### config.mk
export PLATFORM = sky130hd
export DESIGN_NAME = mpid_state
export DESIGN_NICKNAME = d
export VERILOG_FILES = /design/src/sv/mpid_pkg.sv /design/src/sv/mpid_state.sv
export SDC_FILE = /design/constraint.sdc
export NUM_CORES = 1
export LEC_CHECK = 0
export BUFFER_PORTS_ARGS = -buffer_cell sky130_fd_sc_hd__buf_2
export CAP_MARGIN = 10
export CORE_UTILIZATION = 63
export CTS_CLUSTER_SIZE = 8
export DETAILED_ROUTE_END_ITERATION = 8
export PLACE_DENSITY_LB_ADDON = 0.15
export SLEW_MARGIN = 0
export SYNTH_ARGS = -nofsm -noshare
export SYNTH_HDL_FRONTEND = slang
export SYNTH_SLANG_ARGS = --single-unit
### constraint.sdc
create_clock -name clk -period 13.5 [get_ports clk]
set_input_delay 0.675 -clock clk [delete_from_list [all_inputs] [get_ports clk]]
set_output_delay 0.675 -clock clk [all_outputs]
set_load 0.1 [all_outputs]
### src/sv/mpid_pkg.sv
// Shared types, widths, register indexes and a helper function for the
// multichannel PID controller. No dependencies.
`default_nettype none

package mpid_pkg;

  localparam int CHANNELS    = 6;
  localparam int SAMPLE_BITS = 16;
  localparam int FRAC_BITS   = 16;

  localparam int CH_W    = 3;
  localparam int GAIN_W  = 24;
  localparam int LIM_W   = 15;
  localparam int GATE_W  = 16;
  localparam int DRIVE_W = 16;
  localparam int ERR_W   = SAMPLE_BITS + 1;
  localparam int ACC_W   = LIM_W + 1 + FRAC_BITS;
  localparam int PROD_W  = GAIN_W + ERR_W + 3;
  localparam int SUM_W   = GAIN_W + ERR_W + 6;
  localparam int CFG_IDX_W  = 3;
  localparam int CFG_DATA_W = GAIN_W;

  localparam int IN_TDATA_W  = ((CH_W + 2 * SAMPLE_BITS + 7) / 8) * 8;
  localparam int OUT_TDATA_W = ((CH_W + DRIVE_W + 7) / 8) * 8;

  localparam logic [CFG_IDX_W-1:0] REG_MODE           = 3'd0;
  localparam logic [CFG_IDX_W-1:0] REG_GAIN_P         = 3'd1;
  localparam logic [CFG_IDX_W-1:0] REG_GAIN_I         = 3'd2;
  localparam logic [CFG_IDX_W-1:0] REG_GAIN_D         = 3'd3;
  localparam logic [CFG_IDX_W-1:0] REG_INTEGRAL_LIMIT = 3'd4;
  localparam logic [CFG_IDX_W-1:0] REG_MAX_OUTPUT     = 3'd5;
  localparam logic [CFG_IDX_W-1:0] REG_ERROR_LIMIT    = 3'd6;
  localparam logic [CFG_IDX_W-1:0] REG_DEADBAND       = 3'd7;

  localparam logic MODE_POSITIONAL  = 1'b0;
  localparam logic MODE_INCREMENTAL = 1'b1;

  typedef struct packed {
    logic              mode;
    logic [GAIN_W-1:0] gain_p;
    logic [GAIN_W-1:0] gain_i;
    logic [GAIN_W-1:0] gain_d;
    logic [LIM_W-1:0]  integral_limit;
    logic [LIM_W-1:0]  max_output;
    logic [GATE_W-1:0] error_limit;
    logic [GATE_W-1:0] deadband;
  } cfg_t;

  typedef struct packed {
    logic signed [ACC_W-1:0] integral_acc;
    logic signed [ACC_W-1:0] running_out;
    logic signed [ERR_W-1:0] last_error;
    logic signed [ERR_W-1:0] prev_error;
  } chan_state_t;

  function automatic logic signed [SUM_W-1:0] clamp_sym(
    input logic signed [SUM_W-1:0] v,
    input logic [LIM_W-1:0]        lim
  );
    logic signed [SUM_W-1:0] hi;
    logic signed [SUM_W-1:0] lo;
    hi = {{(SUM_W - LIM_W - FRAC_BITS){1'b0}}, lim, {FRAC_BITS{1'b0}}};
    lo = -hi;
    if (v > hi) begin
      return hi;
    end else if (v < lo) begin
      return lo;
    end
    return v;
  endfunction

endpackage

`default_nettype wire

### src/sv/mpid_state.sv
// Per-channel controller state held in flip-flops, cleared by reset.
// Depends on mpid_pkg for chan_state_t and the channel count.
`default_nettype none

module mpid_state
  import mpid_pkg::*;
(
  input  wire logic            clk,
  input  wire logic            rst_n,
  input  wire logic [CH_W-1:0] rd_ch,
  output chan_state_t          rd_state,
  input  wire logic            wr_en,
  input  wire logic [CH_W-1:0] wr_ch,
  input  wire chan_state_t     wr_state
);

  chan_state_t st_r [CHANNELS];

  always_ff @(posedge clk) begin
    if (!rst_n) begin
      for (int i = 0; i < CHANNELS; i++) begin
        st_r[i] <= '0;
      end
    end else if (wr_en) begin
      st_r[wr_ch] <= wr_state;
    end
  end

  always_comb begin
    rd_state = '0;
    if (rd_ch < CH_W'(CHANNELS)) begin
      rd_state = st_r[rd_ch];
    end
  end

endmodule

`default_nettype wire

After elaboration in Yosys (flattened, before gate mapping)
Memories as Yosys holds them, arrays and structs flattened.
Index checks and enable logic that the tools add are counted.

operators by class
  reduce and logical (&&, ||, !) cells = 1
  multiplexer cells = 8
  order comparisons = 1

operators with widths
  cell                  number
  $mux W98              2
  $reduce_or A98 Y1     1
  $mux W1               5
  $lt A3 B3 Y1 const B  1
  $mux W3               1

storage, ports and cells
  output and inout port bits = 98
  memories kept = 1
  input bits = 107
  bits in writable memories = 588
  bits in registers = 0

memories
  memory  words  bits a word  rd ports  clocked after memory_dff  wr ports  RTL line          RTL
  st_r    6      98           1         0                         6         mpid_state.sv:17  chan_state_t st_r [CHANNELS];

Longest topological paths before layout
Gate-level depths: netlist of run 1.

  depth after elaboration = 5
  depth in mapped cells = 6

Least setup slack after synthesis of run 1
Ideal clock, no wire load.

  path kind = input port to flip-flop
  start point = input port rst_n
  end point = memory st_r[4][0] in the netlist's numbering (enable)
  buffers on the path = 2
  stages on the path = 5
  setup time = 690 ps
  arrival time = 8,119 ps
  setup slack = 4,691 ps
  required time = 12,810 ps
  cells stage by stage = and2_4 > a21o_1 > buf_2 > buf_6 > o21ai_0

RTL lines
  item         RTL line          RTL
  from (decl)  mpid_state.sv:9   input wire logic rst_n,
  to (decl)    mpid_state.sv:17

==> results of run 1 <==
## final timing paths
check	startpoint	to	slack, ps
hold / removal	wr_state[68]	st_r[5][68]	460
setup / recovery	rst_n	st_r[1][38]	8540
## cells in the final DEF, fill, tap and decap left out, drive strengths merged
cell type / Yosys / routed
o31ai: 1 / 1
nand2b: 3 / 3
nor2: 492 / 492
clkbuf: 51 / 83
inv: 99 / 102
nand3: 1 / 1
o221ai: 98 / 98
a21o: 1 / 1
nand2: 201 / 201
mux2: 98 / 98
and2: 1 / 1
buf: 79 / 226
nand3b: 1 / 1
diode: 0 / 1
nand4bb: 1 / 1
bufinv: 0 / 1
edfxtp: 588 / 588
o21ai: 1 / 1
nand4b: 1 / 1
mux2i: 196 / 196
## metal layers
layer / global-route usage [%] / vias up / part of all wire (%)
met1: 36.9 / 7767 / 40
met2: 48.4 / 669 / 50
met3: 5.08 / 89 / 7.8
met4: 11.1 / 0 / 2.5
met5: 0 / - / 0
li1: - / 7123 / -
## power by group through the flow
stage | clock network, mW | logic, mW | registers (mW)
6_report | 1.77 | 0.568 | 2.17
5_1_grt | 1.87 | 0.594 | 2.18
3_5_place_dp | 0 | 0.569 | 2.20
2_1_floorplan | 0 | 0.442 | 2.21
3_3_place_gp | 0 | 0.565 | 2.20
4_1_cts | 1.79 | 0.571 | 2.17
## cell type report
class                   count  area, µm²  share of cell area (%)
diodes                      1       2.50                 0.00870
clock buffers              83       2080                    7.22
clock inverters             4       56.3                   0.196
inverters                  99        372                    1.29
multi-input cells        1096       6720                    23.4
flip-flops and latches    588      17700                    61.4
well taps                 525        657                    2.28
repair buffers            226       1210                    4.20
## cell families (layout without fill, tap and decap cells)
family                 count (synthesis)  after routing
AO/OA/AOI/OAI                        101            101
other                                  0              1
AND/OR/NAND/NOR                      701            701
flip-flops                           588            588
multiplexers                         294            294
buffers and inverters                229            412
## Yosys cell counts (all sizes together)
cell type  number
edfxtp        588
nor2          492
nand2         201
mux2i         196
inv            99
mux2           98
o221ai         98
buf            79
clkbuf         51
nand2b          3
a21o            1
and2            1
nand3           1
nand3b          1
nand4b          1
nand4bb         1
o21ai           1
o31ai           1
==> results_dict.tcl, run 1 <==
set metrics [dict create \
    maxCapViolations 0 \
    placed_cell_area_um2 26600 \
    yosys.area_share.simple_pct 10.6 \
    post_cts_buffers 0 \
    seqPwrFrac_pct 48.1 \
    hp-class "in -> reg" \
    syn_inst 1913 \
    regMostFlops "st_r" \
    cp.depth 6 \
    p_comb_share_pct 12.6 \
    die_h_um 202 \
    synth_xor_area_share_pct 0 \
    cts_hold_buf 0 \
    synthMuxAreaShare_pct 12.1 \
    gp_congestion 0.767 \
    finalNetCount 2201 \
    drt-total-wl_um 57700 \
    dp_cells 2534 \
    yosysTopAreaCellShare_pct 69.9 \
    fp.dieArea_um2 40900 \
    path_buf_inv 3 \
    stdcell_count 2622 \
    ys_types 21 \
    fin_tns_setup_ps 0 \
    tritoncts "yes" \
    syn-num-nets 2020 \
    path_max_fanout 78 \
    yosys_warnings 0 \
    drc_errors 0 \
    yosysSeqAreaShare_pct 69.9 \
    status "finished clean" \
    wl_per_cell_um 22.0 \
    end_kind "register" \
    setup_ws_ps 8540 \
    hold_depth 3 \
    cpPeakStageDelay_ps 950 \
    setup_viol 0 \
    syn_to_final_growth_pct 13.7 \
    switching_share_pct 25.8 \
    cts_buffers 83 \
    cts_resized 0 \
    drive_above_1_share_pct 20.2 \
    cp.required_ps 13700 \
    max_freq_ghz 0.201 \
    portBuffers 204 \
    clkSinkCount 588 \
    internal-power_mw 3.35 \
    die_x_um 202 \
    crit_type "in -> reg" \
    finalCriticalPeriod_ps 4960 \
    synth_top_area_cell "edfxtp_1" \
    fin_util_pct 72.5 \
    clockPowerShare_pct 39.3 \
    gr-total-overflow 0 \
    ys_seq_elements 588 \
    drtPass1Iterations 5 \
    start_kind "primary input" \
    synth.area.top_cells "edfxtp_1 (70%), mux2i_1 (7.8%), nor2_1 (7.3%), mux2_2 (4.4%), o221ai_1 (3.4%)" \
    grt.total_usage_pct 28.6 \
    drt_first_iter_violations 1138 \
    crit_chain "buf_2 > and2_4 > buf_4 > nand4bb_4 > nand2_4 > buf_4" \
    synthAdderAreaFrac_pct 0 \
    p_total_mw 4.51 \
    fillers 2675 \
    irDropWorstVdd_v 0.000109 \
    grt_pass1_vias 16100 \
    htreeDepth 3 \
    dp_hpwl_um 28900 \
    crit_family "simple AND/OR/NAND/NOR gates" \
    powerDensity_nw_per_um2 157 \
    core_um2 39600 \
    syn-cell-area_um2 25300 \
    worst_pin_slew_ps 1270 \
    path_clk_slew_ps 50 \
    start_util_pct 63.8 \
    antenna_found_initial 1 \
    clk_path_buf_depth 3 \
    hold_slack_ps 461 \
    largest_reg_flops 588 \
    synth_top_family_by_area "multiplexers" \
    synth-compound-area-share_pct 3.47 \
    top_regs "st_r (588)" \
    critPathMostFrequentCell "buf_4" \
    grt_pass1_wl_um 88400 \
    io_pins 205 \
    fin_area_um2 28700 \
    rsz0062_at_grt "false" \
    num_rows 73 \
    post_synth.cell_area_avg_um2 13.2 \
    maxSlewHeadroom_pct 15.6 \
    cp_slowest_cell "nand4bb_4" \
    grt_max_degree 168 \
    hold_violations 0 \
    vias_per_cell 5.97 \
    root_buffer "clkbuf_16" \
    drtAntennaViolNets 0 \
    post-route-period-util_pct 36.8 \
    p_switching_mw 1.16 \
    report.final.slew_viol_count 0 \
    worst_ep_arrival_time_ps 5160 \
    via_count 15600 \
    dp_slack_ps 7900 \
    leakagePower_nw 11.1 \
]
Note: power is estimated with default switching activity, not from simulation.
==> inputs of run 2 (changes only) <==
- CORE_UTILIZATION: 63 -> 59
- clock period: 13.5 -> 4.9 ns (I/O delays scaled with it)
==> run 2 against run 1 <==
  * Power grew to 2.8 times the previous value
  * Non-clock buffer count up 9
  * First-iteration DRC count is 7.6% higher
  * Final area grew 1.2%
  * Worst setup slack worse by 6400 ps
  * Critical endpoint is now rd_state[94]
  * Sequential share of layout area down 0.73 points
  * Die area up 6.7%
  * Sequential power grew to 2.8 times the previous value
  * Combinational power grew to 2.8 times the previous value
==> results_dict.tcl, run 2 (synthesis gave the netlist of run 1 again) <==
set metrics [dict create \
    multi_input_area_um2 6720 \
    leakagePower_nw 11.3 \
    worst_ep_arrival_time_ps 2510 \
    start_kind "primary input" \
    status "finished clean" \
    hold_violations 0 \
    switching_share_pct 25.5 \
    grt_pass1_wl_um 88900 \
    via_count 15500 \
    p_comb_share_pct 12.5 \
    gp_congestion 0.739 \
    endpoint "rd_state[94]" \
    portBuffers 204 \
    path_max_fanout 75 \
    maxSlewHeadroom_pct 22.5 \
    layout_common_cells "edfxtp_1 (588), nor2_1 (491), buf_2 (203)" \
    dp_hpwl_um 30000 \
    htreeDepth 3 \
    tritoncts "yes" \
    internal-power_mw 9.43 \
    seqPwrFrac_pct 47.2 \
    p_switching_mw 3.22 \
    wl_per_cell_um 21.9 \
    met1_usage_pct 33.8 \
    cts_buffers 83 \
    end_kind "primary output" \
    syn_to_final_growth_pct 15.1 \
    crit_start "rd_ch[1]" \
    io_pins 205 \
    antenna_found_initial 1 \
    num_rows 75 \
    vias_per_cell 5.87 \
    seq_area_um2 17700 \
    core_um2 42100 \
    gr-total-overflow 0 \
    mostFrequentLayoutCell "edfxtp_1" \
    drive_above_1_share_pct 20.7 \
    fillers 2931 \
    clk_path_buf_depth 3 \
    grt.total_usage_pct 26.8 \
    die_h_um 209 \
    die_x_um 209 \
    post_cts_buffers 0 \
    post-route-period-util_pct 56.2 \
    fp.dieArea_um2 43700 \
    drc_errors 0 \
    dp_cells 2557 \
    cts_resized 0 \
    fin_tns_setup_ps 0 \
    start_util_pct 60.0 \
    stdcell_count 2648 \
    hold_depth 3 \
    drt_first_iter_violations 1224 \
    largest_reg_flops 588 \
    finalNetCount 2210 \
    hp-class "in -> reg" \
    report.final.slew_viol_count 0 \
    drt-total-wl_um 58100 \
    crit_type "in -> out" \
    cp.required_ps 4660 \
    root_buffer "clkbuf_16" \
    grt_pass1_vias 16200 \
    irDropWorstVdd_v 0.000285 \
    setup_viol 0 \
    drtPass1Iterations 5 \
    powerDensity_nw_per_um2 435 \
    busiest_layer "met2" \
    max_freq_ghz 0.363 \
    dp_slack_ps 1790 \
    worst_pin_slew_ps 1160 \
    grt_max_degree 99 \
    rsz0062_at_grt "false" \
    regMostFlops "st_r" \
    path_clk_slew_ps 50 \
    clockPowerShare_pct 40.2 \
    maxCapViolations 0 \
    grt_use_met2_pct 47.0 \
    finalCriticalPeriod_ps 2760 \
    setup_ws_ps 2140 \
    drtAntennaViolNets 0 \
    top_regs "st_r (588)" \
    cts_hold_buf 0 \
    clkSinkCount 588 \
    grt_use_met3_pct 4.40 \
]
-- run 2: cell types whose count changed in the layout (fill, tap and decap cells not counted) --
| cell | delta |
|---|---|
| buf_4 | -2 |
| buf_12 | +11 |
| clkbuf_16 | +6 |
| inv_6 | -3 |
-- run 2: worst min-delay path by stage --
stage             endpoint  slack [ps]    startpoint
3_5_place_dp   st_r[5][62]         620  wr_state[62]
2_1_floorplan  st_r[5][97]         500  wr_state[97]
5_1_grt        st_r[5][68]          50  wr_state[68]
4_1_cts        st_r[5][62]          20  wr_state[62]
3_3_place_gp   st_r[5][70]         620  wr_state[70]
6_report       st_r[5][62]          30  wr_state[62]
-- run 2: power groups by stage --
| stage | Clock, mW | Combinational [mW] | Sequential (mW) |
|---|---|---|---|
| 6_report | 5.09 | 1.58 | 5.98 |
| 5_1_grt | 5.33 | 1.66 | 6.00 |
| 4_1_cts | 5.15 | 1.60 | 5.98 |
| 3_5_place_dp | 0 | 1.59 | 6.07 |
| 3_3_place_gp | 0 | 1.58 | 6.05 |
| 2_1_floorplan | 0 | 1.22 | 6.06 |
-- run 2: layout make-up --
| class | instances | share of cell area [%] |
|---|---|---|
| Inverter | 99 | 1.28 |
| Multi-Input combinational cell | 1096 | 23.1 |
| Timing Repair Buffer | 235 | 4.86 |
| Antenna cell | 1 | 0.00860 |
| Clock inverter | 1 | 0.103 |
| Tap cell | 539 | 2.32 |
| Sequential cell | 588 | 60.7 |
| Clock buffer | 89 | 7.65 |
-- run 2: stage by stage --
step	area [µm²]	power [mW]	hold WS [ps]	utilization, %
after floorplan	25300	7.28	501	-
after global placement	26800	7.63	616	63.7
final	29100	12.7	31.8	69.1
after global routing	29100	13.0	45.5	69.0
after detailed placement	26800	7.66	623	63.7
after CTS	29100	12.7	15.2	69.0
-- run 2: routing by layer --
| metal | routed length [µm] | vias up |
|---|---|---|
| li1 | - | 7129 |
| met1 | 23500 | 7811 |
| met2 | 29600 | 519 |
| met3 | 3660 | 85 |
| met4 | 1340 | 0 |
| met5 | 0 | - |
-- run 2: worst max-delay path, cell delays in order --
cell and delay [ps]:
buf_2 140, nand2b_4 690, buf_4 520, o221ai_1 370
buf_2 510
