==> src/sv/mpid_pkg.sv <==
// Shared types, widths, register indexes and a helper function for the
// multichannel PID controller. No dependencies.
`default_nettype none

package mpid_pkg;

  localparam int CHANNELS    = 6;
  localparam int SAMPLE_BITS = 16;
  localparam int FRAC_BITS   = 16;

  localparam int CH_W    = 3;
  localparam int GAIN_W  = 24;
  localparam int LIM_W   = 15;
  localparam int GATE_W  = 16;
  localparam int DRIVE_W = 16;
  localparam int ERR_W   = SAMPLE_BITS + 1;
  localparam int ACC_W   = LIM_W + 1 + FRAC_BITS;
  localparam int PROD_W  = GAIN_W + ERR_W + 3;
  localparam int SUM_W   = GAIN_W + ERR_W + 6;
  localparam int CFG_IDX_W  = 3;
  localparam int CFG_DATA_W = GAIN_W;

  localparam int IN_TDATA_W  = ((CH_W + 2 * SAMPLE_BITS + 7) / 8) * 8;
  localparam int OUT_TDATA_W = ((CH_W + DRIVE_W + 7) / 8) * 8;

  localparam logic [CFG_IDX_W-1:0] REG_MODE           = 3'd0;
  localparam logic [CFG_IDX_W-1:0] REG_GAIN_P         = 3'd1;
  localparam logic [CFG_IDX_W-1:0] REG_GAIN_I         = 3'd2;
  localparam logic [CFG_IDX_W-1:0] REG_GAIN_D         = 3'd3;
  localparam logic [CFG_IDX_W-1:0] REG_INTEGRAL_LIMIT = 3'd4;
  localparam logic [CFG_IDX_W-1:0] REG_MAX_OUTPUT     = 3'd5;
  localparam logic [CFG_IDX_W-1:0] REG_ERROR_LIMIT    = 3'd6;
  localparam logic [CFG_IDX_W-1:0] REG_DEADBAND       = 3'd7;

  localparam logic MODE_POSITIONAL  = 1'b0;
  localparam logic MODE_INCREMENTAL = 1'b1;

  typedef struct packed {
    logic              mode;
    logic [GAIN_W-1:0] gain_p;
    logic [GAIN_W-1:0] gain_i;
    logic [GAIN_W-1:0] gain_d;
    logic [LIM_W-1:0]  integral_limit;
    logic [LIM_W-1:0]  max_output;
    logic [GATE_W-1:0] error_limit;
    logic [GATE_W-1:0] deadband;
  } cfg_t;

  typedef struct packed {
    logic signed [ACC_W-1:0] integral_acc;
    logic signed [ACC_W-1:0] running_out;
    logic signed [ERR_W-1:0] last_error;
    logic signed [ERR_W-1:0] prev_error;
  } chan_state_t;

  function automatic logic signed [SUM_W-1:0] clamp_sym(
    input logic signed [SUM_W-1:0] v,
    input logic [LIM_W-1:0]        lim
  );
    logic signed [SUM_W-1:0] hi;
    logic signed [SUM_W-1:0] lo;
    hi = {{(SUM_W - LIM_W - FRAC_BITS){1'b0}}, lim, {FRAC_BITS{1'b0}}};
    lo = -hi;
    if (v > hi) begin
      return hi;
    end else if (v < lo) begin
      return lo;
    end
    return v;
  endfunction

endpackage

`default_nettype wire

==> src/sv/mpid_datapath.sv <==
// One-pass PID arithmetic: error, gating, three gain products, clamps and
// truncation of the drive. Depends on mpid_pkg for types and clamp_sym.
`default_nettype none

module mpid_datapath
  import mpid_pkg::*;
(
  input  wire cfg_t                      cfg,
  input  wire logic [CH_W-1:0]           channel,
  input  wire logic signed [SAMPLE_BITS-1:0] measured,
  input  wire logic signed [SAMPLE_BITS-1:0] setpoint,
  input  wire chan_state_t               st_in,
  output chan_state_t                    st_out,
  output logic                           st_upd,
  output logic signed [DRIVE_W-1:0]      drive,
  output logic                           gated
);

  logic signed [ERR_W-1:0]   err;
  logic [ERR_W-1:0]          mag;
  logic [SUM_W-1:0]          mag_x;
  logic [SUM_W-1:0]          el_x;
  logic [SUM_W-1:0]          db_x;
  logic                      in_range;
  logic                      gate;
  logic signed [ERR_W:0]     d1;
  logic signed [ERR_W+1:0]   d2;
  logic signed [ERR_W+1:0]   p_op;
  logic signed [ERR_W+1:0]   i_op;
  logic signed [ERR_W+1:0]   d_op;
  logic signed [PROD_W-1:0]  prod_p;
  logic signed [PROD_W-1:0]  prod_i;
  logic signed [PROD_W-1:0]  prod_d;
  logic signed [SUM_W-1:0]   pp;
  logic signed [SUM_W-1:0]   pi;
  logic signed [SUM_W-1:0]   pd;
  logic signed [SUM_W-1:0]   iacc;
  logic signed [SUM_W-1:0]   run;
  logic signed [SUM_W-1:0]   isum;
  logic signed [SUM_W-1:0]   inew;
  logic signed [SUM_W-1:0]   total;
  logic signed [SUM_W-1:0]   onew;
  logic signed [ACC_W-1:0]   q;
  logic signed [DRIVE_W-1:0] q_hi;

  assign err = $signed({setpoint[SAMPLE_BITS-1], setpoint})
             - $signed({measured[SAMPLE_BITS-1], measured});
  assign mag = err[ERR_W-1] ? (~err + ERR_W'(1)) : err;

  assign mag_x = {{(SUM_W - ERR_W){1'b0}}, mag};
  assign el_x  = {{(SUM_W - GATE_W){1'b0}}, cfg.error_limit};
  assign db_x  = {{(SUM_W - GATE_W){1'b0}}, cfg.deadband};
  assign gate  = ((cfg.error_limit != '0) && (mag_x > el_x))
              || ((cfg.deadband != '0) && (mag_x < db_x));
  assign in_range = channel < CH_W'(CHANNELS);

  assign d1 = $signed({err[ERR_W-1], err})
            - $signed({st_in.last_error[ERR_W-1], st_in.last_error});
  assign d2 = $signed({d1[ERR_W], d1})
            - $signed({{2{st_in.last_error[ERR_W-1]}}, st_in.last_error})
            + $signed({{2{st_in.prev_error[ERR_W-1]}}, st_in.prev_error});

  always_comb begin
    i_op = $signed({{2{err[ERR_W-1]}}, err});
    if (cfg.mode == MODE_INCREMENTAL) begin
      p_op = $signed({d1[ERR_W], d1});
      d_op = d2;
    end else begin
      p_op = $signed({{2{err[ERR_W-1]}}, err});
      d_op = $signed({d1[ERR_W], d1});
    end
  end

  assign prod_p = $signed({1'b0, cfg.gain_p}) * p_op;
  assign prod_i = $signed({1'b0, cfg.gain_i}) * i_op;
  assign prod_d = $signed({1'b0, cfg.gain_d}) * d_op;

  assign pp   = SUM_W'(prod_p);
  assign pi   = SUM_W'(prod_i);
  assign pd   = SUM_W'(prod_d);
  assign iacc = SUM_W'(st_in.integral_acc);
  assign run  = SUM_W'(st_in.running_out);

  always_comb begin
    if (cfg.mode == MODE_INCREMENTAL) begin
      isum = pi;
    end else begin
      isum = pi + iacc;
    end
    inew = clamp_sym(isum, cfg.integral_limit);
    if (cfg.mode == MODE_INCREMENTAL) begin
      total = run + pp + inew + pd;
    end else begin
      total = pp + inew + pd;
    end
    onew = clamp_sym(total, cfg.max_output);
  end

  assign q    = ACC_W'(onew);
  assign q_hi = q[ACC_W-1:FRAC_BITS];

  always_comb begin
    st_out.integral_acc = ACC_W'(inew);
    st_out.running_out  = (cfg.mode == MODE_INCREMENTAL) ? q : st_in.running_out;
    st_out.last_error   = err;
    st_out.prev_error   = st_in.last_error;
    st_upd = in_range && !gate;
    gated  = in_range && gate;
    if (st_upd) begin
      drive = (q[ACC_W-1] && (q[FRAC_BITS-1:0] != '0)) ? (q_hi + DRIVE_W'(1)) : q_hi;
    end else begin
      drive = '0;
    end
  end

endmodule

`default_nettype wire
==> config.mk <==
export PLATFORM = sky130hd
export DESIGN_NAME = mpid_datapath
export DESIGN_NICKNAME = d
export VERILOG_FILES = /design/src/sv/mpid_pkg.sv /design/src/sv/mpid_datapath.sv
export SDC_FILE = /design/constraint.sdc
export NUM_CORES = 2
export LEC_CHECK = 0
export BUFFER_PORTS_ARGS = -buffer_cell sky130_fd_sc_hd__buf_2
export CAP_MARGIN = 20
export CORE_MARGIN = 3
export CORE_UTILIZATION = 60
export DETAILED_ROUTE_END_ITERATION = 6
export PLACE_DENSITY = 0.79
export RECOVER_POWER = 100
export SLEW_MARGIN = 20
export SYNTH_ARGS = -nofsm -noshare
export SYNTH_HDL_FRONTEND = slang
export SYNTH_SLANG_ARGS = --single-unit
==> constraint.sdc <==
create_clock -name vclk -period 75
set_input_delay 15 -clock vclk [all_inputs]
set_output_delay 15 -clock vclk [all_outputs]
set_load 0.005 [all_outputs]
After elaboration in Yosys (flattened, before gate mapping)

Cells that the tools add are included.

Bits in registers: 0
Input port bits: 268
Output and inout port bits: 116
Word-level logic and storage cells: 53

Add/subtract/negate cells: 14
$mul: 3
Order comparisons: 7
Multiplexer cells: 18
Bitwise gates (word level): 1
Reductions and logical operators: 10

Operators by type and width:

| cell                                           | number |
|---|---|
| two-way mux 47 bit                             | 5 |
| two-way mux 32 bit                             | 4 |
| adder 47 x 44 -> 47 bit                        | 2 |
| greater-than comparator 47 x 32 -> 1 bit       | 2 |
| < comparator 47 bit                            | 2 |
| negation 31 -> 47 bit                          | 2 |
| multiplier 25 x 19 -> 44 bit                   | 2 |
| nonzero test 16 bit                            | 3 |
| adder 44 x 47 -> 47 bit                        | 1 |
| adder 45 x 47 -> 47 bit                        | 1 |
| adder 32 x 44 -> 45 bit                        | 1 |
| adder 42 x 32 -> 43 bit                        | 1 |
| multiplier 25 x 17 -> 42 bit                   | 1 |
| two-way mux 19 bit                             | 2 |
| two-way mux 16 bit                             | 2 |
| adder 19 x 17 -> 19 bit                        | 1 |
| subtractor 18 x 17 -> 19 bit                   | 1 |
| subtractor 17 x 17 -> 18 bit                   | 1 |
| adder 17 x 2 -> 17 bit (second input constant) | 1 |
| greater-than comparator 17 x 16 -> 1 bit       | 1 |
| < comparator 17 x 16 -> 1 bit                  | 1 |
| two-way mux 17 bit                             | 1 |
| inverter 17 bit                                | 1 |
| subtractor 16 x 16 -> 17 bit                   | 1 |
| 6 further kinds                                | 13 |

Logic depth before layout (Yosys ltp)

Depth in word-level cells: 19
Depth in mapped cells: 101
Depth with buffers taken out: 99

Worst setup path before layout

OpenSTA, ideal clock, no wires.

Kind: in2out
From: input port setpoint[0]
To: output port drive[10]
Data arrival time: 34.407 ns
Required time: 60.000 ns
Path slack: 25.593 ns
Stages on the path: 94
Path buffers: 4
Cell sequence: inv_1 > ha_1 > fa_1 > nor2b_1 > o21ai_1 > a21boi_0 > o21ai_0 > a21boi_1 > o21ai_0 > a21boi_0 > o21ai_0 > nand2b_1 > a31oi_1 > nor2b_1 > o21a_1 > o31a_1 > clkbuf_1 > clkbuf_1 > [... 58 more ...] > o211ai_1 > and3_1 > a31oi_1 > o21a_1 > a2111oi_0 > a311oi_1 > a211oi_1 > nand2_1 > clkinv_1 > a31o_1 > buf_6 > nor2_1 > a21oi_1 > ha_1 > nand3_4 > or4b_1 > xor2_1 > nor2_1

RTL lines:

| what        | line                | text |
|---|---|---|
| from (decl) | mpid_datapath.sv:11 | `input wire logic signed [SAMPLE_BITS-1:0] setpoint,` |
| to (decl)   | mpid_datapath.sv:15 | `output logic signed [DRIVE_W-1:0] drive,` |

Worst setup path in the final report

From: input port setpoint[0]
To: output port drive[10]

Word-level cells in the longest chain between the ends: 19
Elaborated cells between the ends (all ways): 44
Those cells by class: add/sub: 12; mul: 3; order compare: 6; mux: 15; bitwise: 1; reduce/logical: 7

RTL lines:

| what                                                         | line                 | text |
|---|---|---|
| subtractor 16 x 16 -> 17 bit (*)                             | mpid_datapath.sv:47  | `- $signed({measured[SAMPLE_BITS-1], measured});` |
| branches (longest 17 deep; another with < comparator 47 bit) | --                   |  |
| two-way mux 16 bit (*)                                       | mpid_datapath.sv:109 | `if (st_upd) begin` |

Every way passes the cells marked *.

==> flow_summary.toml <==
[worst_setup_path]
cp.arrival_ps = 45930
worstSetupPathType = "input port to primary output"
critPathMaxStageDelay_ps = 1280
path_buf_inv = 14
cp.depth = 100
cp-start-kind = "input port"
path_common_cell = "o21ai_0"
worst_ep_required_time_ps = 60000
crit_slowest_cell = "or2_0"
cp_max_fo = 37
crit_family = "compound AO/OA/AOI/OAI gates"
end_kind = "primary output"

[floorplanning]
core_region_area_um2 = 106000
die_y_um = 333
initial_core_util = 0.606
die_area_um2 = 111000
pin_count = 384
die_w_um = 333
rows = 119

[layout]
clock_buffer_count = 0
layout.area.seq_um2 = 0
area_growth_syn_to_layout_pct = 4.10
seq_cell_count = 0
drive_gt1_frac = 0.0595
design_area_um2 = 66600
nets = 10200
final.fill_count = 9037

[global_routing]
grt_max_degree = 72
grt_usage = 0.364
grt.overflow.total = 0
grt_pass1_wl_um = 318000
antenna_found_initial = 9
grt_pass1_vias = 57500

[yosys]
syn_area_um2 = 64000
synth_fp_nets = 10100
yosys.area_share.simple = 0.186
syn_avg_cell_area_um2 = 8.19
synth_warnings = 0
ys_seq_area_frac = 0
synthAdderAreaFrac = 0.541
synth-xor-area-share = 0.0361
synthMuxAreaShare = 0.00911
synth_cells = 7815
synth_top_family_by_area = "adder cells"
synth_compound_area_frac = 0.119
synth.distinct_cells = 100

[clock_tree]
ctsResizeCount = 0
post-cts-setup-buffer-count = 0
hold_buffers = 0

[detailed_routing]
routed-wl-met3_um = 21200
route.detailed.wl_per_inst_um = 21.7
drtPass1Iterations = 6
topRoutingLayerUsed = "met5"
dr_wl_met2_um = 91200
viasPerCell = 6.03
drtAntennaViolNets = 0
post-route-drc-count = 0
via_count = 56000
met1_length_um = 78100
drtIter0Drc = 4562
finalWirelength_um = 201000

[timing]
max_slew_margin = -0.499
tightest_slew_ps = 2250
min_period_ps = 60930
hold_violations = 0
max_freq_mhz = 16.4
min_period_over_period = 0.812
fin_tns_setup_ps = 0
rsz0062_at_grt = "no"
setup_viol = 0
slew_violations = 547

[placed_design]
gp_congestion = 1.02
place_hpwl_um = 168000
port_buffers = 383
placed_cell_area_um2 = 66800

[flow_run]
maxCapViolations = 19

[status]
status = "finished with violations"
violations = "capacitance limit, slew limit"

[worst_hold_path]
hold_path.class = "input port to primary output"
whs_path_depth = 2
==> final cells by class <==
class / instances / area, um2 / share of cell area
repair buffers: 443 / 2210 / 0.0331
inverters: 1459 / 5480 / 0.0822
diodes: 6 / 15.0 / 0.000225
well taps: 1391 / 1740 / 0.0261
multi-input cells: 5985 / 57200 / 0.858
==> cells in the mapped netlist, types with 20 or more instances <==
| cell | n | area share |
|---|---|---|
| inv_1 | 1458 | 0.085 |
| fa_1 | 1233 | 0.39 |
| nand2_1 | 1114 | 0.065 |
| ha_1 | 797 | 0.16 |
| nor2_1 | 340 | 0.020 |
| and2_1 | 304 | 0.030 |
| a21oi_1 | 279 | 0.022 |
| clkbuf_1 | 274 | 0.016 |
| o21ai_0 | 230 | 0.018 |
| nor2b_1 | 194 | 0.019 |
| xnor2_1 | 188 | 0.026 |
| a21o_1 | 138 | 0.016 |
| nor3_1 | 95 | 0.0074 |
| nand3_1 | 86 | 0.0067 |
| nand2b_1 | 79 | 0.0077 |
| xor2_1 | 76 | 0.010 |
| buf_1 | 70 | 0.0041 |
| o21a_1 | 67 | 0.0079 |
| nand4_1 | 52 | 0.0051 |
| o21bai_1 | 49 | 0.0057 |
| a211oi_1 | 48 | 0.0056 |
| a31oi_1 | 44 | 0.0043 |
| and3_1 | 42 | 0.0041 |
| or3_1 | 39 | 0.0038 |
| mux2i_1 | 38 | 0.0059 |
| nor4_1 | 35 | 0.0034 |
| or2_2 | 28 | 0.0027 |
| o211ai_1 | 24 | 0.0028 |
| o21ai_1 | 21 | 0.0016 |
| o31ai_1 | 21 | 0.0025 |
| a21boi_0 | 20 | 0.0023 |
==> cells by family after synthesis <==
group	count (synthesis)
AOI/OAI and AO/OA	1151
xor gates and xnor gates	264
adders and majority gates	2030
buffers and inverters	1830
muxes	56
and+or+nand+nor	2484
==> metal layers <==
metal / up-vias / global-route usage
li1: 24900 / -
met1: 27700 / 0.480
met2: 2802 / 0.585
met3: 515 / 0.0742
met4: 2 / 0.155
met5: - / 0
==> final timing paths <==
check	from	endpoint	slack [ps]
setup / recovery	setpoint[0]	drive[10]	14070
hold / removal	st_in[32]	st_out[15]	30180
==> per-stage QoR <==
| step | instances | hold slack [ps] | setup slack, ps | utilization |
|---|---|---|---|---|
| floorplan | 7815 | 30050 | 25590 | - |
| global placement | 9278 | 30190 | 19160 | 0.633 |
| detailed placement | 9278 | 30180 | 18950 | 0.633 |
| CTS | 9278 | 30180 | 18780 | 0.633 |
| global route | 9282 | 30190 | 12490 | 0.631 |
| finish | 9284 | 30180 | 14070 | 0.631 |
==> cells in the final DEF (no fill, tap or decap), drive strengths merged, types with 12 or more instances in the layout <==
cell | synthesis | final
a2111oi | 21 | 21
a211oi | 50 | 50
a21boi | 21 | 21
a21o | 138 | 138
a21oi | 280 | 280
a31oi | 47 | 47
and2 | 305 | 305
and3 | 42 | 42
and4 | 12 | 12
buf | 97 | 346
clkbuf | 274 | 97
fa | 1233 | 1233
ha | 797 | 797
inv | 1458 | 1458
mux2 | 18 | 18
mux2i | 38 | 38
nand2 | 1114 | 1114
nand2b | 79 | 79
nand3 | 88 | 88
nand4 | 52 | 52
nor2 | 341 | 341
nor2b | 194 | 194
nor3 | 96 | 96
nor4 | 35 | 35
o2111ai | 13 | 13
o211ai | 24 | 24
o21a | 67 | 67
o21ai | 252 | 252
o21bai | 49 | 49
o22a | 13 | 13
o22ai | 16 | 16
o2bb2ai | 16 | 16
o31ai | 22 | 22
or2 | 29 | 29
or3 | 39 | 39
or4 | 14 | 14
xnor2 | 188 | 188
xor2 | 76 | 76
Power is left out: the tool's default activity adds up to more than one toggle a clock period on the data nets, which glitch-free logic cannot reach.
