--- src/sv/mpid_pkg.sv ---
// Shared types, widths, register indexes and a helper function for the
// multichannel PID controller. No dependencies.
`default_nettype none

package mpid_pkg;

  localparam int CHANNELS    = 6;
  localparam int SAMPLE_BITS = 16;
  localparam int FRAC_BITS   = 16;

  localparam int CH_W    = 3;
  localparam int GAIN_W  = 24;
  localparam int LIM_W   = 15;
  localparam int GATE_W  = 16;
  localparam int DRIVE_W = 16;
  localparam int ERR_W   = SAMPLE_BITS + 1;
  localparam int ACC_W   = LIM_W + 1 + FRAC_BITS;
  localparam int PROD_W  = GAIN_W + ERR_W + 3;
  localparam int SUM_W   = GAIN_W + ERR_W + 6;
  localparam int CFG_IDX_W  = 3;
  localparam int CFG_DATA_W = GAIN_W;

  localparam int IN_TDATA_W  = ((CH_W + 2 * SAMPLE_BITS + 7) / 8) * 8;
  localparam int OUT_TDATA_W = ((CH_W + DRIVE_W + 7) / 8) * 8;

  localparam logic [CFG_IDX_W-1:0] REG_MODE           = 3'd0;
  localparam logic [CFG_IDX_W-1:0] REG_GAIN_P         = 3'd1;
  localparam logic [CFG_IDX_W-1:0] REG_GAIN_I         = 3'd2;
  localparam logic [CFG_IDX_W-1:0] REG_GAIN_D         = 3'd3;
  localparam logic [CFG_IDX_W-1:0] REG_INTEGRAL_LIMIT = 3'd4;
  localparam logic [CFG_IDX_W-1:0] REG_MAX_OUTPUT     = 3'd5;
  localparam logic [CFG_IDX_W-1:0] REG_ERROR_LIMIT    = 3'd6;
  localparam logic [CFG_IDX_W-1:0] REG_DEADBAND       = 3'd7;

  localparam logic MODE_POSITIONAL  = 1'b0;
  localparam logic MODE_INCREMENTAL = 1'b1;

  typedef struct packed {
    logic              mode;
    logic [GAIN_W-1:0] gain_p;
    logic [GAIN_W-1:0] gain_i;
    logic [GAIN_W-1:0] gain_d;
    logic [LIM_W-1:0]  integral_limit;
    logic [LIM_W-1:0]  max_output;
    logic [GATE_W-1:0] error_limit;
    logic [GATE_W-1:0] deadband;
  } cfg_t;

  typedef struct packed {
    logic signed [ACC_W-1:0] integral_acc;
    logic signed [ACC_W-1:0] running_out;
    logic signed [ERR_W-1:0] last_error;
    logic signed [ERR_W-1:0] prev_error;
  } chan_state_t;

  function automatic logic signed [SUM_W-1:0] clamp_sym(
    input logic signed [SUM_W-1:0] v,
    input logic [LIM_W-1:0]        lim
  );
    logic signed [SUM_W-1:0] hi;
    logic signed [SUM_W-1:0] lo;
    hi = {{(SUM_W - LIM_W - FRAC_BITS){1'b0}}, lim, {FRAC_BITS{1'b0}}};
    lo = -hi;
    if (v > hi) begin
      return hi;
    end else if (v < lo) begin
      return lo;
    end
    return v;
  endfunction

endpackage

`default_nettype wire

--- src/sv/mpid_cfg_regs.sv ---
// Configuration register file of the multichannel PID controller.
// Depends on mpid_pkg for register indexes, widths and cfg_t.
`default_nettype none

module mpid_cfg_regs
  import mpid_pkg::*;
(
  input  wire logic                  clk,
  input  wire logic                  rst_n,
  input  wire logic                  wr_en,
  input  wire logic [CFG_IDX_W-1:0]  wr_index,
  input  wire logic [CFG_DATA_W-1:0] wr_data,
  output cfg_t                       cfg
);

  cfg_t cfg_r;
  cfg_t cfg_nxt;

  always_comb begin
    cfg_nxt = cfg_r;
    if (wr_en) begin
      case (wr_index)
        REG_MODE:           cfg_nxt.mode           = wr_data[0];
        REG_GAIN_P:         cfg_nxt.gain_p         = wr_data[GAIN_W-1:0];
        REG_GAIN_I:         cfg_nxt.gain_i         = wr_data[GAIN_W-1:0];
        REG_GAIN_D:         cfg_nxt.gain_d         = wr_data[GAIN_W-1:0];
        REG_INTEGRAL_LIMIT: cfg_nxt.integral_limit = wr_data[LIM_W-1:0];
        REG_MAX_OUTPUT:     cfg_nxt.max_output     = wr_data[LIM_W-1:0];
        REG_ERROR_LIMIT:    cfg_nxt.error_limit    = wr_data[GATE_W-1:0];
        REG_DEADBAND:       cfg_nxt.deadband       = wr_data[GATE_W-1:0];
        default:            cfg_nxt = cfg_r;
      endcase
    end
  end

  always_ff @(posedge clk) begin
    if (!rst_n) begin
      cfg_r.mode           <= MODE_POSITIONAL;
      cfg_r.gain_p         <= GAIN_W'(150733);
      cfg_r.gain_i         <= GAIN_W'(655);
      cfg_r.gain_d         <= '0;
      cfg_r.integral_limit <= LIM_W'(5000);
      cfg_r.max_output     <= LIM_W'(20000);
      cfg_r.error_limit    <= '0;
      cfg_r.deadband       <= '0;
    end else begin
      cfg_r <= cfg_nxt;
    end
  end

  assign cfg = cfg_r;

endmodule

`default_nettype wire

--- config.mk ---
export PLATFORM = sky130hd
export DESIGN_NAME = mpid_cfg_regs
export DESIGN_NICKNAME = d
export VERILOG_FILES = /design/src/sv/mpid_pkg.sv /design/src/sv/mpid_cfg_regs.sv
export SDC_FILE = /design/constraint.sdc
export NUM_CORES = 1
export LEC_CHECK = 0
export BUFFER_PORTS_ARGS = -buffer_cell sky130_fd_sc_hd__clkbuf_2
export CORE_MARGIN = 3
export CORE_UTILIZATION = 50
export DETAILED_ROUTE_END_ITERATION = 7
export PLACE_DENSITY = 0.81
export SLEW_MARGIN = 10
export SYNTH_ARGS = -nofsm -noshare
export SYNTH_HDL_FRONTEND = slang
export SYNTH_SLANG_ARGS = --single-unit
--- constraint.sdc ---
create_clock -name clk -period 1.3 [get_ports clk]
set_input_delay 0.13 -clock clk [delete_from_list [all_inputs] [get_ports clk]]
set_output_delay 0.13 -clock clk [all_outputs]
set_load 0.01 [all_outputs]
After elaboration in Yosys (flattened, before gate mapping) --
Index checks and enable logic that the tools add are counted.
Word-level totals: flip-flop bits (word level) 135, output and inout bits 135, word-level logic and storage cells 24
Cells by class: equal/unequal tests 7, reduce and logical (&&, ||, !) cells 9
Operators with widths (count):
- 2-bit AND reduction | 8
- 3-bit equality test, second input constant | 4
- 3-bit by 2-bit equality test with 1-bit output, second input constant | 2
- 3-bit by 1-bit equality test with 1-bit output, second input constant | 1
- 3-bit logical NOT | 1

Logic depth before layout (Yosys ltp) --
Gate-level depths: netlist of run 1.
depth in word-level cells 2, depth in mapped cells 5

Worst setup path before layout of run 1 --
No wires, ideal clock.
path type input-to-reg, start point input wr_index[2], end point register cfg_r (netlist bit cfg[99]), setup time 0.072 ns, arrival time 1.008 ns, required time 1.228 ns, slack 0.220 ns, cell stages on the path 5, path buffers 3, cell sequence buf_4 and4bb_1 buf_6 buf_8 mux2i_1
Between the ends: cells in the longest elaborated chain, start to end 2
RTL lines:
- start, declared | RTL line mpid_cfg_regs.sv:11 | input wire logic [CFG_IDX_W-1:0] wr_index,
- 3-bit by 2-bit equality test with 1-bit output | RTL line mpid_cfg_regs.sv:22 | case (wr_index)
- 2-bit AND reduction (no source line)
- end signal, assigned | RTL line mpid_cfg_regs.sv:47 | cfg_r <= cfg_nxt;
- end, declared | RTL line mpid_cfg_regs.sv:16 | cfg_t cfg_r;
Every way passes these cells. A chain may end at the register's enable or synchronous reset.

Worst setup path after layout of run 1 --
start point register cfg_r (netlist bit cfg[115]), end point output cfg[115] in the netlist's numbering
RTL lines:
- end, declared | RTL line mpid_cfg_regs.sv:13 | output cfg_t cfg
No word-level cell between the ends.

==> results of run 1 <==
-- cells in the final DEF (no fill, tap or decap), types with 2 or more instances in the layout --
master,count
dfxtp_1,135
clkbuf_16,16
buf_4,9
buf_12,6
nand4b_1,3
nand2_1,134
clkbuf_8,2
bufinv_16,4
clkbuf_2,163
and4bb_1,2
clkinvlp_4,3
inv_6,4
nor2b_1,39
nand4bb_1,3
dlygate4sd3_1,22
mux2i_1,135
clkinv_2,2
-- kinds of logic after synthesis --
kind of cell,after synthesis
simple gates,185
mux,135
buf+inv,39
flops,135
-- area by class of cell --
class,instances,area [µm²],share of cell area (%)
Clock buffer,18,428,6.15
Sequential cell,135,2700,38.9
Multi-Input combinational cell,320,2240,32.2
Tap cell,133,166,2.39
Clock inverter,14,196,2.83
Timing Repair Buffer,200,1220,17.6
-- final timing paths --
kind / from / endpoint / slack, ns / cells past startpoint
setup / recovery: cfg[115] / cfg[115] / 0.11 / 1
hold / removal: wr_data[15] / cfg[101] / 0.06 / 3
setup reg to reg: cfg[23] / cfg[23] / 0.64 / 2
hold reg to reg: cfg[22] / cfg[22] / 0.46 / 2
-- power by group through the flow --
| stage | Combinational, mW | Clock, mW | Sequential [mW] |
|---|---|---|---|
| after floorplan | 0.334 | 0 | 4.41 |
| after global placement | 0.612 | 0 | 4.37 |
| after detailed placement | 0.628 | 0 | 4.37 |
| after CTS | 0.682 | 5.07 | 4.28 |
| after global routing | 0.738 | 5.29 | 4.29 |
| final | 0.679 | 5.04 | 4.28 |
-- worst reg2reg max path, delay by kind of cell, from the launching register on --
family | cells | cell delay, ns
AND/OR/NAND/NOR | 1 | 0.08
multiplexers | 1 | 0.15
flip-flops | 1 | 0.36
-- routing by layer --
metal  vias up  share of wire [%]
met5         -                  0
met1      1976                 44
met3        12                7.3
met2       150                 47
li1       2002                  -
met4         0                1.1
==> impl_metrics.ini, run 1 <==
[synth]
synth_top_cell_area_share_pct = 52.2
ys_top_cells_by_count = dfxtp_1, mux2i_1, nand2_1
yosys_warnings = 0
muxShareOfSynthArea_pct = 26.1
syn_nets = 524
synthDistinctLibCells = 16
yosysSeqAreaShare_pct = 52.2
syn_area_um2 = 5170
synth_top_family_by_area = multiplexers
async_flop_share_pct = 0
synth_cells = 494
synthXorXnorAreaFrac_pct = 0
synth_edf_count = 0
yosysTopAreaCell = dfxtp_1
synth_compound_area_share_pct = 0
avgSynthCellArea_um2 = 10.5
yosys.area_share.simple_pct = 17.1
ys_ff_latch = 135
synthAdderAreaFrac_pct = 0
yosys_most_used_dff = dfxtp_1
synth_area_leaders = dfxtp_1, mux2i_1, nand2_1, nor2b_1, buf_2

[global_route]
grt_util_all_layers_pct = 24.6
antenna_found_initial = 0
grt_use_met2_pct = 41.1
grt_overflow_total = 0
gr-usage-met3_pct = 7.20
grt_pass1_vias = 4366
use_met1_pct = 30.4
grt_pass1_wl_mm = 22.1
grt_max_degree = 53
busiest_layer = met2

[timing]
worst_hold_slack_ns = 0.0608
worst_pin_slew_ns = 0.443
grt_setup_unrepaired = false
tns_ns = 0
timing.slew.headroom_pct = 70.4
setup_viol = 0
fin_worst_skew_ns = 0
hold_violations = 0
slew_viol_final = 0
max_freq_mhz = 837
min_period_over_period_pct = 91.9
worst_slack_ns = 0.106
fin_crit_ns = 1.19

[clock_network]
cts.sinks = 135
htree_levels = 4
cts_root_buffer = clkbuf_8
clk_path_buf_depth = 2
cts_tree = done
cts_resized = 0
cts_setup_buffers = 0
clk-insertion-delay-late_ns = 0.50
cts_hold_buf = 22
path_clk_slew_ns = 0.06
cts_buffers = 17

[setup_path]
critical_path_class = register to output port
required_ns = 1.17
start_kind = register
critPathTopFamily = flip-flops
critPathSlowestCell = dfxtp_1
path_cells = clkbuf_2
end_kind = output port
crit_path_max_fanout = 2
critPathBufInv = 1
arrival_ns = 1.06
worst_path_largest_cell_delay_ns = 0.38

[placement]
dp_slack_ns = 0.110
port_buffers = 164
gp_congestion = 0.791
placed_cells = 766
placed_cell_area_um2 = 6110
dp_hpwl_mm = 9.52

[route]
postRouteAntennaNets = 0
num_vias = 4140
drc = 0
dr.pass1.iters = 4
wl_mm = 13.8
routedWlPerCell_um = 16.8
first_iter_violations = 173
vias_per_cell = 5.05

[floorplan]
start_util_pct = 52.2
core_area_um2 = 9910
pin_count = 165
dieWidth_um = 108
die-area_um2 = 11600
std_cell_rows = 36
die_height_um = 108

[layout]
antenna-diode-count = 0
fin_nets = 704
largest_reg_flops = 135
fillCellCount = 738
syn_to_final_growth_pct = 34.4
final_core_util_pct = 70.2
layout.cells.non_filler = 820
drive_above_1_share_pct = 30.9
finalInstanceArea_um2 = 6950

[power]
combPwrFrac_pct = 6.8
swShare_pct = 22.9
power.total_mw = 10.0
leakage_nw = 3.55
power.switching_mw = 2.29
peakVddDrop_uv = 703
powerDensity_nw_per_um2 = 1440
internal-power_mw = 7.71
p_clk_share_pct = 50.4
p_seq_share_pct = 42.8

[run]
drv_cap = 0

[status]
status = completed

[min_path]
hold_path.class = primary input to register
Note: power is estimated with default switching activity, not from simulation.
==> inputs of run 2 (changes only) <==
Settings changed: CORE_UTILIZATION 50 to 45, PLACE_DENSITY 0.81 to 0.74.
==> impl_metrics.ini, run 2 (synthesis gave the netlist of run 1 again) <==
[status]
status = completed

[timing]
fin_worst_skew_ns = 0
grt_setup_unrepaired = false
slew_viol_final = 0
hold_violations = 0
max_freq_mhz = 926
min_period_over_period_pct = 83.1
tns_ns = 0
fin_crit_ns = 1.08
worst_pin_slew_ns = 0.463
timing.slew.headroom_pct = 69.1
worst_slack_ns = 0.220
setup_viol = 0

[setup_path]
critPathBufInv = 1
start_kind = register
worstReg2RegStart = cfg[87]
required_ns = 1.17
worstSetupPathDepth = 1
worst_path_largest_cell_delay_ns = 0.39
arrival_ns = 0.95
critPathSlowestCell = dfxtp_1
reg2reg_depth = 2
end_kind = output port
critPathTopFamily = flip-flops
path_cells = clkbuf_2
reg2reg_slack_ns = 0.63
critical_path_class = register to output port
crit_path_max_fanout = 2
rr_endpoint = cfg[87]

[layout]
antenna-diode-count = 0
drive_above_1_share_pct = 32.4
final_common_cell = clkbuf_2
final-seq-area_um2 = 2700
final_core_util_pct = 61.8
fillCellCount = 932
multi_input_area_um2 = 2240
layout_common_cells = clkbuf_2, mux2i_1, dfxtp_1
finalInstanceArea_um2 = 6820
syn_to_final_growth_pct = 31.8
fin_nets = 690
largest_reg_flops = 135

[run]
drv_cap = 0

[power]
power.total_mw = 10.1
power.switching_mw = 2.21
peakVddDrop_uv = 761
leakage_nw = 3.51
swShare_pct = 22.0
p_seq_share_pct = 42.6
p_clk_share_pct = 51.0
combPwrFrac_pct = 6.4
powerDensity_nw_per_um2 = 1480
internal-power_mw = 7.86

[clock_network]
cts_setup_buffers = 0
htree_levels = 4
cts.sinks = 135
clk_path_buf_depth = 2
cts_tree = done
cts_root_buffer = clkbuf_16
clk-insertion-delay-late_ns = 0.40
path_clk_slew_ns = 0.06
cts_buffers = 17

[global_route]
grt_pass1_vias = 4122
grt_max_degree = 35
antenna_found_initial = 0
grt_util_all_layers_pct = 21.5
grt_overflow_total = 0
grt_pass1_wl_mm = 21.4

[route]
wl_mm = 13.8
first_iter_violations = 242
routedWlPerCell_um = 16.9
vias_per_cell = 5.01
num_vias = 4066
dr.pass1.iters = 4
drc = 0
postRouteAntennaNets = 0

[floorplan]
die-area_um2 = 12800
dieWidth_um = 113
std_cell_rows = 38
die_height_um = 113
start_util_pct = 46.9
pin_count = 165
core_area_um2 = 11000

[placement]
dp_slack_ns = 0.133
placed_cell_area_um2 = 6170
port_buffers = 164
dp_hpwl_mm = 10.0
gp_congestion = 0.780

[min_path]
hp-start = wr_data[20]
hold_path.class = primary input to register
hold_path_end = cfg[82]
hold_depth = 3
run 2: cell types whose count changed in the layout (fill, tap and decap cells not counted):
cell / before / now
buf_4: 9 / 16
clkbuf_16: 16 / 17
clkbuf_8: 2 / 3
clkinv_4: 1 / 2
clkinvlp_4: 3 / 2
dlygate4sd3_1: 22 / 1
inv_6: 4 / 1
run 2: area by class of cell:
| cell class | count | area share (%) |
|---|---|---|
| multi-input cells | 320 | 32.8 |
| well taps | 140 | 2.57 |
| flip-flops and latches | 135 | 39.6 |
| repair buffers | 186 | 15.6 |
| clock buffers | 20 | 6.85 |
| clock inverters | 11 | 2.51 |
run 2: routing by layer:
metal / up-vias / share of wire [%] / wire length, µm / global-route usage [%]
met5: - / 0 / 0 / 0
met4: 0 / 1.3 / 181 / 6.65
met3: 15 / 7.4 / 1020 / 7.59
met2: 149 / 45 / 6220 / 33.8
met1: 1935 / 46 / 6330 / 27.7
li1: 1967 / - / - / -
run 2: metrics by stage:
step	hold WS [ns]	cells
after floorplan	0.292	494
after global placement	0.409	780
after detailed placement	0.412	780
after CTS	0.000357	812
after global routing	0.0144	812
final	0.0128	812
run 2: power groups by stage:
stage	combinational (mW)	sequential (mW)	clock [mW]
after global routing	0.694	4.29	5.38
after CTS	0.647	4.28	5.21
final	0.642	4.29	5.14
after detailed placement	0.641	4.37	0
after global placement	0.628	4.37	0
after floorplan	0.334	4.41	0
run 2: worst max path at each step:
stage                      from        to
floorplan           wr_index[2]   cfg[99]
global placement    wr_index[2]  cfg[100]
detailed placement  wr_index[2]  cfg[121]
CTS                     cfg[40]   cfg[40]
global route            cfg[44]   cfg[44]
finish                  cfg[12]   cfg[12]
run 2: timing repair:
action	in CTS	in global routing
hold endpoints to repair	2	0
gates resized for setup	0	0
setup endpoints to repair	0	0
hold buffers	1	0
run 2: worst min-delay path: stages:
cell,delay [ns]
clkbuf_2,0.08
nand2_1,0.09
mux2i_1,0.07
==> inputs of run 3 (changes only) <==
Settings changed: ABC_AREA set to 1.
Clock period 1.3 ns to 1 ns, I/O delays scaled along.
==> impl_metrics.ini, run 3 <==
[status]
status = completed

[global_route]
grt_pass1_wl_mm = 25.5
grt_overflow_total = 0
grt_pass1_vias = 5039
grt_util_all_layers_pct = 25.1
grt_max_degree = 48
antenna_found_initial = 0

[setup_path]
worst_path_largest_cell_delay_ns = 0.34
end_kind = output port
path_cells = clkbuf_2
arrival_ns = 0.89
start_kind = register
critPathSlowestCell = dfxtp_1
critPathTopFamily = flip-flops
required_ns = 0.90
critical_path_class = register to output port
critPathBufInv = 1
crit_path_max_fanout = 2

[synth]
synth_edf_count = 0
async_flop_share_pct = 0
yosysTopAreaCell = dfxtp_1
ys_ff_latch = 135
yosys_most_used_dff = dfxtp_1
synth_area_leaders = dfxtp_1, nor2_1, nand2_1, nand3_1, buf_2
ys_top_cells_by_count = nor2_1, nand2_1, dfxtp_1
yosysMostFrequentCell = nor2_1
yosysSeqAreaShare_pct = 51.7
yosys_warnings = 0
synth_top_cell_area_share_pct = 51.7
synth_cells = 746
avgSynthCellArea_um2 = 7.01
synthDistinctLibCells = 14
syn_nets = 776
syn_area_um2 = 5230

[min_path]
hold_path.class = primary input to register

[layout]
final_common_cell = nor2_1
layout_common_cells = nor2_1, nand2_1, nand3_1
fillCellCount = 959
drive_above_1_share_pct = 38.5
fin_nets = 965
layout.cells.non_filler = 1088
syn_to_final_growth_pct = 43.0
final_core_util_pct = 67.5
largest_reg_flops = 135
antenna-diode-count = 0

[route]
drt-met1-wl_mm = 7.05
met3WireLength_mm = 1.37
num_vias = 5377
wl_met2_mm = 7.61
wl_mm = 16.4
dr.pass1.iters = 5
top_layer_used = met4
vias_per_cell = 4.94
routedWlPerCell_um = 15.1
first_iter_violations = 331
postRouteAntennaNets = 0
drc = 0

[power]
power.switching_mw = 3.40
peakVddDrop_uv = 1270
powerDensity_nw_per_um2 = 1740
combPwrFrac_pct = 11.2
swShare_pct = 26.1
p_seq_share_pct = 43.9
p_clk_share_pct = 44.9
internal-power_mw = 9.61
leakage_nw = 3.60

[clock_network]
path_clk_slew_ns = 0.06
cts_root_buffer = clkbuf_16
clk_path_buf_depth = 2
cts_buffers = 17
cts.sinks = 135
htree_levels = 4
clk-insertion-delay-late_ns = 0.40
cts_tree = done

[timing]
max_freq_mhz = 1010
tns_ns = 0
timing.slew.headroom_pct = 73.7
fin_crit_ns = 0.991
setup_viol = 0
slew_viol_final = 0
min_period_over_period_pct = 99.1
grt_setup_unrepaired = true
worst_pin_slew_ns = 0.394
fin_worst_skew_ns = 0
hold_violations = 0

[run]
drv_cap = 0

[floorplan]
dieWidth_um = 114
pin_count = 165
die-area_um2 = 12900
std_cell_rows = 38
start_util_pct = 47.2
die_height_um = 114
core_area_um2 = 11100

[placement]
placed_cells = 1040
port_buffers = 164
gp_congestion = 0.853
dp_hpwl_mm = 10.9
## run 3: what timing repair did
item	in CTS	in global routing
hold buffers	14	0
endpoints found under the hold margin	24	0
endpoints found under the setup margin	37	127
resized for setup	37	190
setup buffers	0	2
pin swaps	0	3
## run 3: cell type report
type	count	area, µm²	share of cell area (%)
Sequential cell	135	2840	37.9
Multi-Input combinational cell	536	2240	30.0
Timing Repair Buffer	215	1540	20.6
Clock buffer	17	425	5.69
Tap cell	140	175	2.34
Clock inverter	15	129	1.72
Inverter	30	128	1.71
## run 3: cells by family after synthesis
logic type             share of synthesized area (%)
AND/OR/NAND/NOR                                 41.9
buffers and inverters                           6.27
flip-flops                                      51.7
AO/OA/AOI/OAI                                 0.0956
## run 3: layer usage
layer	vias up	GRT usage [%]
met5	-	0
met4	0	9.34
met3	29	7.06
met2	211	39.7
met1	2448	32.8
li1	2689	-
## run 3: power by group through the flow
stage	clock (mW)	sequential, mW	combinational, mW
finish	5.84	5.71	1.45
global route	6.15	5.73	1.61
CTS	5.90	5.69	1.38
detailed placement	0	5.79	1.33
global placement	0	5.79	1.31
floorplan	0	5.87	0.648
## run 3: path summary, 6_finish.rpt
check                    from       end  slack (ns)  cells past startpoint
setup / recovery     cfg[121]  cfg[121]       0.009                      1
hold / removal    wr_data[16]   cfg[78]        0.06                      5
setup reg to reg     cfg[134]  cfg[134]        0.39                      2
hold reg to reg       cfg[55]   cfg[55]        0.46                      2
## run 3: metrics by stage
step / hold WS, ns / power [mW] / area [µm²] / worst slack, ns
floorplan: 0.213 / 6.52 / 5230 / 0.0773
global placement: 0.315 / 7.10 / 6430 / -0.0781
detailed placement: 0.322 / 7.12 / 6430 / -0.0967
CTS: 0.0392 / 13.0 / 7170 / 0.000256
global route: 0.0630 / 13.5 / 7480 / -0.0284
finish: 0.0612 / 13.0 / 7480 / 0.00945
